**config.mk**
```make
export PLATFORM = sky130hd
export DESIGN_NAME = isa_fadd
export DESIGN_NICKNAME = d
export VERILOG_FILES = /design/src/hw/rtl/isa_pkg.sv /design/src/hw/rtl/isa_fadd.sv
export SDC_FILE = /design/constraint.sdc
export NUM_CORES = 1
export LEC_CHECK = 0
export BUFFER_PORTS_ARGS = -buffer_cell sky130_fd_sc_hd__buf_4
export CAP_MARGIN = 20
export CORE_MARGIN = 2
export CORE_UTILIZATION = 35
export CTS_CLUSTER_DIAMETER = 120
export CTS_CLUSTER_SIZE = 28
export DETAILED_ROUTE_END_ITERATION = 10
export PLACE_DENSITY = 0.54
export SYNTH_ARGS = -nofsm -noshare
export SYNTH_HDL_FRONTEND = slang
export SYNTH_SLANG_ARGS = --single-unit
```
**constraint.sdc**
```tcl
create_clock -name clock -period 14.5 [get_ports clock]
set_input_delay 2.9 -clock clock [delete_from_list [all_inputs] [get_ports clock]]
set_output_delay 2.9 -clock clock [all_outputs]
set_load 0.02 [all_outputs]
```
**src/hw/rtl/isa_pkg.sv**
```systemverilog
// Package with shared types and constants for the scatter-add block.
package isa_pkg;
   localparam int MaxRows   = 256;
   localparam int MaxCols   = 16;
   localparam int RowBits   = $clog2(MaxRows);
   localparam int ColBits   = $clog2(MaxCols);
   localparam int AddrBits  = RowBits + ColBits;
   localparam int Depth     = MaxRows * MaxCols;
   localparam logic [31:0] CanonNan = 32'h7FC00000;

   typedef enum logic [1:0] {
      CMD_LOAD  = 2'd0,
      CMD_ACCUM = 2'd1,
      CMD_READ  = 2'd2,
      CMD_SPARE = 2'd3
   } cmd_type;

   typedef enum logic [0:0] {
      CSR_ROWS  = 1'b0,
      CSR_WIDTH = 1'b1
   } csr_index_type;

   typedef struct packed {
      logic              write;
      logic [AddrBits-1:0] addr;
      logic [31:0]       data;
   } mem_write_type;
endpackage

```
**src/hw/rtl/isa_fadd.sv**
```systemverilog
// Two-stage fp32 adder, round to nearest even, subnormals kept, NaN canonical.
module isa_fadd
   import isa_pkg::*;
(
   input  logic        clock,
   input  logic [31:0] a,
   input  logic [31:0] b,
   output logic [31:0] sum
);
   // Stage 1: unpack, swap, align into a wide fixed frame.
   logic        sa, sb, big_s, sml_s, special, sub;
   logic [7:0]  ea, eb, big_e, sml_e, dexp;
   logic [23:0] ma, mb, big_m, sml_m;
   logic [26:0] sml_al;
   logic [31:0] spec_val;
   logic        a_nan, b_nan, a_inf, b_inf;

   logic        s1_sign_ff, s1_special_ff, s1_sub_ff, s1_sml_s_ff;
   logic [7:0]  s1_exp_ff;
   logic [26:0] s1_big_ff, s1_sml_ff;
   logic [31:0] s1_spec_ff;

   always_comb begin
      sa = a[31]; sb = b[31];
      ea = a[30:23]; eb = b[30:23];
      ma = {(ea != 8'd0), a[22:0]};
      mb = {(eb != 8'd0), b[22:0]};
      if (ea == 8'd0) ea = 8'd1;
      if (eb == 8'd0) eb = 8'd1;
      a_nan = (a[30:23] == 8'hFF) && (a[22:0] != 23'd0);
      b_nan = (b[30:23] == 8'hFF) && (b[22:0] != 23'd0);
      a_inf = (a[30:23] == 8'hFF) && (a[22:0] == 23'd0);
      b_inf = (b[30:23] == 8'hFF) && (b[22:0] == 23'd0);
      special = a_nan || b_nan || a_inf || b_inf;
      if (a_nan || b_nan || (a_inf && b_inf && (sa != sb))) spec_val = CanonNan;
      else if (a_inf) spec_val = a;
      else spec_val = b;
      if ({ea, ma} >= {eb, mb}) begin
         big_s = sa; big_e = ea; big_m = ma; sml_s = sb; sml_e = eb; sml_m = mb;
      end else begin
         big_s = sb; big_e = eb; big_m = mb; sml_s = sa; sml_e = ea; sml_m = ma;
      end
      dexp = big_e - sml_e;
      sub = big_s != sml_s;
      if (dexp > 8'd26) begin
         sml_al = {26'd0, (sml_m != 24'd0)};
      end else begin
         sml_al = ({sml_m, 3'b000} >> dexp[4:0]);
         if ((({sml_m, 3'b000}) & ~(27'h7FFFFFF << dexp[4:0])) != 27'd0) begin
            sml_al[0] = 1'b1;
         end
      end
   end

   always_ff @(posedge clock) begin
      s1_sign_ff    <= big_s;
      s1_sml_s_ff   <= sml_s;
      s1_special_ff <= special;
      s1_sub_ff     <= sub;
      s1_exp_ff     <= big_e;
      s1_big_ff     <= {big_m, 3'b000};
      s1_sml_ff     <= sml_al;
      s1_spec_ff    <= spec_val;
   end

   // Stage 2: add, normalize, round.
   logic [27:0] raw;
   logic [27:0] nrm;
   logic [9:0]  e;
   logic [4:0]  lz;
   logic [23:0] mant;
   logic [24:0] rnd;
   logic        guard, sticky, lsb, found;
   logic [31:0] res;
   logic [9:0]  shl;

   always_comb begin
      if (s1_sub_ff) raw = {1'b0, s1_big_ff} - {1'b0, s1_sml_ff};
      else           raw = {1'b0, s1_big_ff} + {1'b0, s1_sml_ff};
      lz = 5'd0;
      found = 1'b0;
      for (int i = 27; i >= 0; i--) begin
         if (!found && raw[i]) begin
            found = 1'b1;
            lz = 5'(27 - i);
         end
      end
      e = {2'b00, s1_exp_ff} + 10'd1;
      shl = 10'd0;
      nrm = raw;
      if (raw[27]) begin
         nrm = raw;
      end else begin
         shl = {5'd0, lz};
         if ({2'b00, s1_exp_ff} <= shl) shl = {2'b00, s1_exp_ff};
         nrm = raw << shl[4:0];
         e = {2'b00, s1_exp_ff} + 10'd1 - shl;
      end
      // nrm[27:4] mantissa, nrm[3] guard, nrm[2:0] sticky
      mant = nrm[27:4];
      guard = nrm[3];
      sticky = nrm[2:0] != 3'd0;
      lsb = mant[0];
      rnd = {1'b0, mant} + {24'd0, (guard && (sticky || lsb))};
      if (rnd[24]) begin
         rnd = {1'b0, rnd[24:1]};
         e = e + 10'd1;
      end
      if (raw == 28'd0) begin
         res = {(s1_sign_ff && s1_sml_s_ff), 31'd0};
      end else if (!rnd[23]) begin
         res = {s1_sign_ff, 8'd0, rnd[22:0]};
      end else if (e >= 10'd255) begin
         res = {s1_sign_ff, 8'hFF, 23'd0};
      end else begin
         res = {s1_sign_ff, e[7:0], rnd[22:0]};
      end
      sum = s1_special_ff ? s1_spec_ff : res;
   end
endmodule

```
==> impl_metrics.env, run 1 <==
export IMPL_status="complete, no violations"
export IMPL_gp_congestion=1.03
export IMPL_synth_top_family_by_area="compound AO/OA/AOI/OAI gates"
export IMPL_antenna_cells=0
export IMPL_wirelength_um=66600
export IMPL_min_period_over_period=0.952
export IMPL_fmax_mhz=72.4
export IMPL_syn_inst=2104
export IMPL_hold_viol_final=0
export IMPL_postCtsSetupBuffers=0
export IMPL_ys_async_sr_fraction=0
export IMPL_critPathArrivalTime_ns=10.91
export IMPL_ios=97
export IMPL_cp_end_kind="primary output"
export IMPL_cts_path_max_buffers=2
export IMPL_ir_drop_uv=105
export IMPL_die_width_um=207
export IMPL_tns_ns=0
export IMPL_synth_mux_area_frac=0.0653
export IMPL_mostFrequentLayoutCells="nand2_1, a21oi_1, nor2_1"
export IMPL_h_tree_depth=3
export IMPL_ys_ff_latch=95
export IMPL_port_buffers=96
export IMPL_crit_buf_inv=5
export IMPL_synth_compound_area_frac=0.327
export IMPL_num_rows=74
export IMPL_p_leak_nw=6.50
export IMPL_critPathMaxFanout=27
export IMPL_yosysWarnings=0
export IMPL_critPathSlowestCell="a2111oi_0"
export IMPL_avgViaCountPerCell=6.41
export IMPL_yosysUniqueCellTypes=114
export IMPL_syn_avg_cell_area_um2=6.89
export IMPL_clock_sinks=95
export IMPL_placed_area_um2=15800
export IMPL_crit_family="compound AO/OA/AOI/OAI gates"
export IMPL_cts_hold_fix_buffers=0
export IMPL_synth_fa_ha_area_frac=0.0889
export IMPL_rsz0062_at_grt="no"
export IMPL_grt_pass1_wl_um=101000
export IMPL_worst_pin_slew_ns=1.13
export IMPL_cts_tree="yes"
export IMPL_clkSlewWorstSetupHoldPaths_ns=0.07
export IMPL_final_nets=2298
export IMPL_final_cell_area_um2=16100
export IMPL_track_usage=0.299
export IMPL_ctsResizeCount=0
export IMPL_core_um2=40800
export IMPL_antenna_found_initial=0
export IMPL_root_buffer="clkbuf_16"
export IMPL_drc=0
export IMPL_grt_start_max_net_pins=72
export IMPL_numCtsBuffers=9
export IMPL_maxCapViolations=0
export IMPL_drtIter0Drc=1927
export IMPL_synth_seq_area_share=0.131
export IMPL_final_layout_size_suffix_gt1_frac=0.120
export IMPL_finalSetupViolations=0
export IMPL_hold_path_class="input pin to register"
export IMPL_slew_limit_headroom=0.244
export IMPL_overflow=0
export IMPL_synth_ff_type="dfxtp_1"
export IMPL_synth_edf_count=0
export IMPL_critPathKind="register to primary output"
export IMPL_p_total_mw=2.60
export IMPL_start_kind="register"
export IMPL_layout_commonest_cell="nand2_1"
export IMPL_grt_pass1_vias=16300
export IMPL_wl_per_cell_um=25.0
export IMPL_first_pass_iters=6
export IMPL_fp_dieArea_um2=43100
export IMPL_synthXorXnorAreaFrac=0.0356
export IMPL_slowest_delay_ns=0.88
export IMPL_syn_cell_area_um2=14500
export IMPL_synthSimpleGateAreaFrac=0.287
export IMPL_die_h_um=207
export IMPL_fin_crit_ns=13.81
export IMPL_dr_total_vias=17100
export IMPL_ant_nets=0
export IMPL_start_util=0.355
export IMPL_worst_ep_required_time_ns=11.60
export IMPL_dp_hpwl_um=53300
export IMPL_slew_viol_final=0
export IMPL_area_growth_pct=10.9
export IMPL_p_per_area_nw_per_um2=162
sequential cells by signal, summed over array words and instances (netlist names):
name / count
s1_exp_ff: 8
s1_special_ff: 1
s1_sign_ff: 1
s1_sub_ff: 1
s1_sml_s_ff: 1
s1_spec_ff: 32
s1_big_ff: 24
s1_sml_ff: 27
where the power goes:
part	total [mW]	switching (mW)	internal, mW
combinational	2.07	1.36	0.709
clock	0.225	0.105	0.120
sequential	0.306	0.0212	0.285
synthesized netlist by cell type, types with 12 or more instances:
| library cell | instances | area (um^2) |
|---|---|---|
| nor2b_1 | 24 | 150 |
| buf_1 | 13 | 48.8 |
| o22ai_1 | 12 | 75.1 |
| nand2_1 | 254 | 953 |
| nor4_1 | 26 | 163 |
| buf_2 | 27 | 135 |
| o211ai_1 | 44 | 330 |
| a31oi_1 | 25 | 156 |
| mux2i_1 | 62 | 621 |
| ha_1 | 99 | 1240 |
| a22o_1 | 12 | 105 |
| nor2_1 | 172 | 646 |
| and4_1 | 12 | 105 |
| nand4_1 | 38 | 238 |
| a21o_1 | 34 | 255 |
| or3_1 | 19 | 119 |
| a211o_1 | 14 | 123 |
| a21oi_1 | 183 | 916 |
| o21ai_0 | 121 | 606 |
| inv_1 | 94 | 353 |
| clkbuf_1 | 89 | 334 |
| a211oi_1 | 27 | 203 |
| o21ai_1 | 36 | 180 |
| o31ai_1 | 13 | 97.6 |
| and2_1 | 24 | 150 |
| dfxtp_1 | 95 | 1900 |
| nand3_1 | 61 | 305 |
| xor2_1 | 14 | 123 |
| and3_1 | 25 | 156 |
| xnor2_1 | 43 | 377 |
| nand2b_1 | 26 | 163 |
| nor3_1 | 88 | 440 |
| o21a_1 | 22 | 165 |
worst paths after layout:
check | startpoint | end | slack, ns | depth (start not counted)
worst max-delay path | s1_sml_ff[18]$_SDFF_PP0_ | sum[22] | 0.69 | 33
worst min-delay path | a[31] | s1_sml_s_ff$_DFF_P_ | 2.77 | 3
metrics by stage:
| stage | worst slack (ns) | hold WS [ns] | utilization | instances |
|---|---|---|---|---|
| 3_5_place_dp | 1.21 | 3.14 | 0.386 | 2652 |
| 3_3_place_gp | 1.23 | 3.13 | 0.386 | 2652 |
| 5_1_grt | 0.0636 | 2.77 | 0.394 | 2669 |
| 4_1_cts | 0.774 | 2.76 | 0.393 | 2668 |
| 2_1_floorplan | 2.39 | 3.00 | - | 2106 |
| 6_report | 0.694 | 2.77 | 0.394 | 2669 |
kinds of logic after synthesis:
group,count (synthesis)
muxes,81
buffers and inverters,233
other,1
and+or+nand+nor,833
adders and majority gates,102
DFF,95
AOI/OAI and AO/OA,701
xor gates and xnor gates,58
worst min-delay path, cell delays in order:
cell	delay (ns)
buf_4	0.11
nand2_1	0.05
nand2_1	0.04
per-layer routing:
layer | vias up | wire length, um | GRT usage
met5 | - | 0 | 0
met4 | 0 | 3120 | 0.135
met3 | 183 | 5060 | 0.0363
met2 | 902 | 29700 | 0.478
met1 | 8127 | 28700 | 0.401
li1 | 7890 | - | -
layout make-up:
cell class | count | area (um^2)
timing repair buffer | 149 | 1120
fill | 4384 | 24800
clock inverter | 7 | 62.6
inverter | 99 | 373
tap | 532 | 666
clock buffer | 9 | 225
multi-input combinational | 1778 | 11700
sequential | 95 | 1900
No activity file was read; power rests on OpenSTA's default activity.
==> run 2: changes to the inputs <==
--- a/config.mk
+++ b/config.mk
@@ -5,8 +5,10 @@
 export SDC_FILE = /design/constraint.sdc
 export NUM_CORES = 1
 export LEC_CHECK = 0
+export ABC_AREA = 1
 export BUFFER_PORTS_ARGS = -buffer_cell sky130_fd_sc_hd__buf_4
 export CAP_MARGIN = 20
+export CORE_ASPECT_RATIO = 0.8
 export CORE_MARGIN = 2
 export CORE_UTILIZATION = 35
 export CTS_CLUSTER_DIAMETER = 120
==> run 2 against run 1 <==
Net effect:
- routed wire length shrank 10%
- hold slack gained 0.033 ns
- via count shrank 0.82%
- count of clock-buffer cells in the layout grew 2
- combinational power shrank 6%
- flip-flop and latch count is the same
- clock power grew 11%
- worst setup slack gained 0.22 ns
- cell area shrank 4.7%
- critical path depth grew 14
==> impl_metrics.env, run 2 <==
export IMPL_internal_power_mw=0.998
export IMPL_first_pass_iters=6
export IMPL_status="complete, no violations"
export IMPL_hold_path_class="input pin to register"
export IMPL_synth_most_common_cell="nand2_1"
export IMPL_port_buffers=96
export IMPL_largest_register="s1_spec_ff"
export IMPL_ctsResizeCount=0
export IMPL_ant_nets=0
export IMPL_critPathMaxFanout=32
export IMPL_drtIter0Drc=2163
export IMPL_reg_top3="s1_spec_ff x32, s1_sml_ff x27, s1_big_ff x24"
export IMPL_numCtsBuffers=9
export IMPL_pre_cts_slack_ns=1.64
export IMPL_final_nets=2734
export IMPL_min_path_cells=3
export IMPL_antenna_found_initial=2
export IMPL_fin_crit_ns=13.59
export IMPL_critPathArrivalTime_ns=10.69
export IMPL_synth_common_cells="nand2_1, inv_1, nand3_1"
export IMPL_rsz0062_at_grt="no"
export IMPL_final_layout_size_suffix_gt1_frac=0.0723
export IMPL_maxCapViolations=0
export IMPL_core_um2=39300
export IMPL_critPathKind="register to primary output"
export IMPL_p_leak_nw=7.94
export IMPL_overflow=0
export IMPL_syn_cell_area_um2=13900
export IMPL_start_util=0.353
export IMPL_ys_async_sr_fraction=0
export IMPL_slew_limit_headroom=0.340
export IMPL_cts_path_max_buffers=2
export IMPL_dr_total_vias=17000
export IMPL_syn_inst=2544
export IMPL_drc=0
export IMPL_p_seq_frac=0.123
export IMPL_worst_ep_required_time_ns=11.60
export IMPL_cts_tree="yes"
export IMPL_synth_ff_type="dfxtp_1"
export IMPL_final_cell_area_um2=15300
export IMPL_gp_congestion=1.03
export IMPL_ir_drop_uv=114
export IMPL_synthTopCellsByArea="nand2_1, dfxtp_1, nand3_1, inv_1, ha_1"
export IMPL_slew_viol_final=0
export IMPL_track_usage=0.287
export IMPL_min_delay_start="b[23]"
export IMPL_fmax_mhz=73.6
export IMPL_postCtsSetupBuffers=0
export IMPL_synth_top_area_share=0.223
export IMPL_avgViaCountPerCell=5.45
export IMPL_clkSlewWorstSetupHoldPaths_ns=0.08
export IMPL_crit_family="simple AND/OR/NAND/NOR gates"
export IMPL_whs_endpoint="s1_spec_ff[23]$_SDFF_PP1_"
export IMPL_combPwrFrac=0.778
export IMPL_tns_ns=0
export IMPL_p_sw_frac=0.603
export IMPL_cts_hold_fix_buffers=0
export IMPL_cp_end_kind="primary output"
export IMPL_nFillCells=4445
export IMPL_yosysTopAreaCell="nand2_1"
export IMPL_finalSetupViolations=0
export IMPL_mostFrequentLayoutCells="nand2_1, inv_1, nand3_1"
export IMPL_final_util=0.390
export IMPL_yosysWarnings=0
export IMPL_wirelength_um=59800
export IMPL_grt_pass1_vias=15300
export IMPL_cp_common_cell="nand2_1"
export IMPL_min_period_over_period=0.937
export IMPL_p_sw_mw=1.51
export IMPL_yosysUniqueCellTypes=60
export IMPL_layout_setup_ws_ns=0.909
export IMPL_hold_viol_final=0
export IMPL_dp_hpwl_um=49200
export IMPL_p_total_mw=2.51
export IMPL_synth_edf_count=0
export IMPL_wl_per_cell_um=19.2
export IMPL_placed_area_um2=15000
export IMPL_synth_seq_area_share=0.137
export IMPL_critPathSlowestCell="nand2_2"
export IMPL_largest_register_ffs=32
export IMPL_clock_sinks=95
export IMPL_p_per_area_nw_per_um2=164
export IMPL_num_rows=65
export IMPL_die_width_um=227
export IMPL_grt_pass1_wl_um=91500
export IMPL_root_buffer="clkbuf_16"
export IMPL_clock_power_share=0.099
export IMPL_syn_avg_cell_area_um2=5.46
export IMPL_start_kind="register"
export IMPL_crit_buf_inv=9
export IMPL_h_tree_depth=3
export IMPL_layout_commonest_cell="nand2_1"
export IMPL_area_growth_pct=10.3
export IMPL_ys_ff_latch=95
export IMPL_fp_dieArea_um2=41300
export IMPL_grt_start_max_net_pins=101
export IMPL_ios=97
export IMPL_worst_pin_slew_ns=0.987
export IMPL_slowest_delay_ns=0.58
export IMPL_die_h_um=182
[run 2: cell count changes after synthesis, sizes merged, moves of 29 or more]
cell	delta
a21o	-34
xnor2	-29
a21oi	-87
mux2i	-55
nand2	+579
inv	+261
nand3	+253
nor3	-33
[run 2: cell families after synthesis]
group	after synthesis	synth area share
mux	7	0.00505
compound gates	341	0.138
fa+ha+maj	101	0.0921
simple gates	1479	0.464
buf+inv	467	0.131
other cells	1	0.000270
xor+xnor	53	0.0334
flops	95	0.137
[run 2: worst max path at each step]
| stage | depth (start not counted) | start | slack [ns] | to |
|---|---|---|---|---|
| floorplan | 55 | s1_big_ff[3]$_DFF_P_ | 4.37 | sum[9] |
| global placement | 48 | s1_sml_ff[24]$_SDFF_PP0_ | 1.95 | sum[2] |
| detailed placement | 48 | s1_sml_ff[24]$_SDFF_PP0_ | 1.64 | sum[21] |
| CTS | 48 | s1_sml_ff[24]$_SDFF_PP0_ | 1.21 | sum[15] |
| global route | 51 | s1_sml_ff[18]$_SDFF_PP0_ | 0.15 | sum[19] |
| finish | 47 | s1_sml_ff[24]$_SDFF_PP0_ | 0.91 | sum[15] |
[run 2: per-stage QoR]
step           hold WS (ns)  std cells
2_1_floorplan          3.01       2546
3_3_place_gp           3.16       3092
3_5_place_dp           3.16       3092
4_1_cts                2.79       3108
5_1_grt                2.82       3109
6_report               2.81       3110
[run 2: final cells by class]
type | count | area (um^2) | share of cell area
inverters | 364 | 1370 | 0.0892
repair buffers | 114 | 876 | 0.0572
multi-input cells | 1984 | 10200 | 0.665
clock inverters | 5 | 66.3 | 0.00433
flip-flops and latches | 95 | 1900 | 0.124
diodes | 1 | 2.50 | 0.000163
well taps | 536 | 671 | 0.0438
clock buffers | 11 | 243 | 0.0158
[run 2: power groups by stage]
stage / sequential [mW] / clock (mW) / combinational, mW
3_3_place_gp: 0.313 / 0 / 1.89
6_report: 0.308 / 0.249 / 1.95
4_1_cts: 0.308 / 0.254 / 1.89
3_5_place_dp: 0.314 / 0 / 1.88
5_1_grt: 0.311 / 0.265 / 2.13
2_1_floorplan: 0.302 / 0 / 1.27
[run 2: per-layer routing]
| metal | part of all wire | global-route usage |
|---|---|---|
| met4 | 0.022 | 0.0674 |
| met3 | 0.086 | 0.0369 |
| met2 | 0.41 | 0.422 |
| met1 | 0.49 | 0.436 |
| met5 | 0 | 0 |
==> run 3: changes to the inputs <==
--- a/config.mk
+++ b/config.mk
@@ -11,6 +11,7 @@
 export CORE_ASPECT_RATIO = 0.8
 export CORE_MARGIN = 2
 export CORE_UTILIZATION = 35
+export CTS_BUF_LIST = sky130_fd_sc_hd__clkbuf_4
 export CTS_CLUSTER_DIAMETER = 120
 export CTS_CLUSTER_SIZE = 28
 export DETAILED_ROUTE_END_ITERATION = 10
==> run 3 against run 2 <==
Net effect:
- combinational power is essentially flat
- die area unchanged
- via count decreased by 0.29%
- worst setup slack better by 0.048 ns
- total power is 3.7% lower
- non-clock buffer count stayed put
- count of clock-buffer cells in the layout decreased by 1
- maximum frequency increased by 0.36%
- clock power decreased by 38%
- core utilization is 0.40 points lower
- final cell count about the same
==> impl_metrics.env, run 3 (synthesis gave the netlist of run 2 again) <==
export IMPL_critPathKind="register to primary output"
export IMPL_rsz0062_at_grt="no"
export IMPL_num_rows=65
export IMPL_clock_sinks=95
export IMPL_grt_pass1_vias=15300
export IMPL_worst_ep_required_time_ns=11.60
export IMPL_clkSlewWorstSetupHoldPaths_ns=0.18
export IMPL_critPathLaunch="s1_sml_ff[24]$_SDFF_PP0_"
export IMPL_p_seq_frac=0.127
export IMPL_clock_power_share=0.064
export IMPL_start_util=0.353
export IMPL_hold_path_class="input pin to register"
export IMPL_critPathMaxFanout=35
export IMPL_slew_viol_final=0
export IMPL_postCtsSetupBuffers=0
export IMPL_die_h_um=182
export IMPL_final_nets=2734
export IMPL_start_kind="register"
export IMPL_slew_limit_headroom=0.359
export IMPL_core_um2=39300
export IMPL_status="complete, no violations"
export IMPL_ir_drop_uv=114
export IMPL_maxCapViolations=0
export IMPL_critPathArrivalTime_ns=10.64
export IMPL_grt_pass1_wl_um=91500
export IMPL_track_usage=0.287
export IMPL_reg_top3="s1_spec_ff x32, s1_sml_ff x27, s1_big_ff x24"
export IMPL_dp_hpwl_um=49200
export IMPL_min_path_cells=3
export IMPL_die_width_um=227
export IMPL_largest_register="s1_spec_ff"
export IMPL_largest_register_ffs=32
export IMPL_slowest_delay_ns=0.48
export IMPL_cp_common_cell="nand2_1"
export IMPL_antenna_found_initial=3
export IMPL_cts_tree="yes"
export IMPL_min_delay_start="b[23]"
export IMPL_final_layout_size_suffix_gt1_frac=0.0723
export IMPL_ant_nets=0
export IMPL_drc=0
export IMPL_cts_path_max_buffers=2
export IMPL_port_buffers=96
export IMPL_nFillCells=4469
export IMPL_first_pass_iters=6
export IMPL_p_total_mw=2.42
export IMPL_root_buffer="clkbuf_4"
export IMPL_combPwrFrac=0.809
export IMPL_whs_endpoint="s1_spec_ff[23]$_SDFF_PP1_"
export IMPL_h_tree_depth=3
export IMPL_ios=97
export IMPL_numCtsBuffers=9
export IMPL_drtIter0Drc=2188
export IMPL_fmax_mhz=73.8
export IMPL_avgViaCountPerCell=5.44
export IMPL_min_period_over_period=0.934
export IMPL_p_sw_frac=0.622
export IMPL_fp_dieArea_um2=41300
export IMPL_gp_congestion=1.03
export IMPL_area_growth_pct=9.17
export IMPL_mostFrequentLayoutCells="nand2_1, inv_1, nand3_1"
export IMPL_cts_hold_fix_buffers=0
export IMPL_wl_per_cell_um=19.2
export IMPL_p_sw_mw=1.50
export IMPL_p_per_area_nw_per_um2=160
export IMPL_p_leak_nw=7.87
export IMPL_fin_crit_ns=13.54
export IMPL_grt_start_max_net_pins=101
export IMPL_finalSetupViolations=0
export IMPL_dr_total_vias=16900
export IMPL_worst_pin_slew_ns=0.958
export IMPL_overflow=0
export IMPL_layout_commonest_cell="nand2_1"
export IMPL_cp_end_kind="primary output"
export IMPL_wirelength_um=59800
export IMPL_internal_power_mw=0.913
export IMPL_tns_ns=0
export IMPL_critPathSlowestCell="o21ai_0"
export IMPL_hold_viol_final=0
-- run 3: cell count changes in the layout (fill, tap and decap cells not counted) --
cell	change
clkbuf_4	+10
clkbuf_16	-9
clkbuf_1	-1
clkbuf_8	-1
clkinv_1	+1
diode_2	+1
nand2_2	-1
nand2_4	+1
-- run 3: what timing repair did --
action,in CTS,in global routing
endpoints found under the setup margin,0,4
resized for setup,0,1
hold endpoints to repair,0,0
-- run 3: worst max-delay path: cells and delay by family, from the launching register on --
kind	cells	cell delay [ns]
and+or+nand+nor	22	3.38
AOI/OAI and AO/OA	11	2.65
buffers and inverters	11	2.27
adders and majority gates	3	1.16
DFF	1	0.38
xor gates and xnor gates	2	0.26
-- run 3: power groups by stage --
stage                     Combinational [mW]  Sequential (mW)  Clock [mW]
after floorplan                         1.27            0.302           0
after global placement                  1.89            0.313           0
after detailed placement                1.88            0.314           0
after CTS                               1.89            0.308       0.158
after global routing                    2.13            0.311       0.168
final                                   1.96            0.308       0.154
-- run 3: worst max path at each step --
| stage | to | slack (ns) | cells after the start |
|---|---|---|---|
| floorplan | sum[9] | 4.37 | 55 |
| global placement | sum[2] | 1.95 | 48 |
| detailed placement | sum[21] | 1.64 | 48 |
| CTS | sum[15] | 1.05 | 48 |
| global route | sum[19] | 0.04 | 54 |
| finish | sum[21] | 0.96 | 49 |
-- run 3: final cells by class --
type                            instances  area (um^2)  share of cell area
Timing Repair Buffer                  114          876              0.0578
Inverter                              364         1370              0.0901
Clock inverter                          6         70.1             0.00462
Tap cell                              536          671              0.0442
Clock buffer                           10         75.1             0.00495
Sequential cell                        95         1900               0.125
Multi-Input combinational cell       1984        10200               0.672
Antenna cell                            2         5.00            0.000330
-- run 3: per-stage QoR --
stage               instances   util  hold slack [ns]  cell area, um^2  setup WS, ns
floorplan                2546      -             3.01            13900          4.37
global placement         3092  0.381             3.16            15000          1.95
detailed placement       3092  0.381             3.16            15000          1.64
CTS                      3108  0.385             2.64            15100          1.05
global route             3110  0.386             2.67            15200        0.0383
finish                   3111  0.386             2.67            15200         0.958
-- run 3: per-layer routing --
layer	global-route usage	routed length, um	vias up
met5	0	0	-
met4	0.0695	1230	0
met3	0.0336	4980	77
met2	0.423	24500	802
met1	0.437	29100	7738
li1	-	-	8295
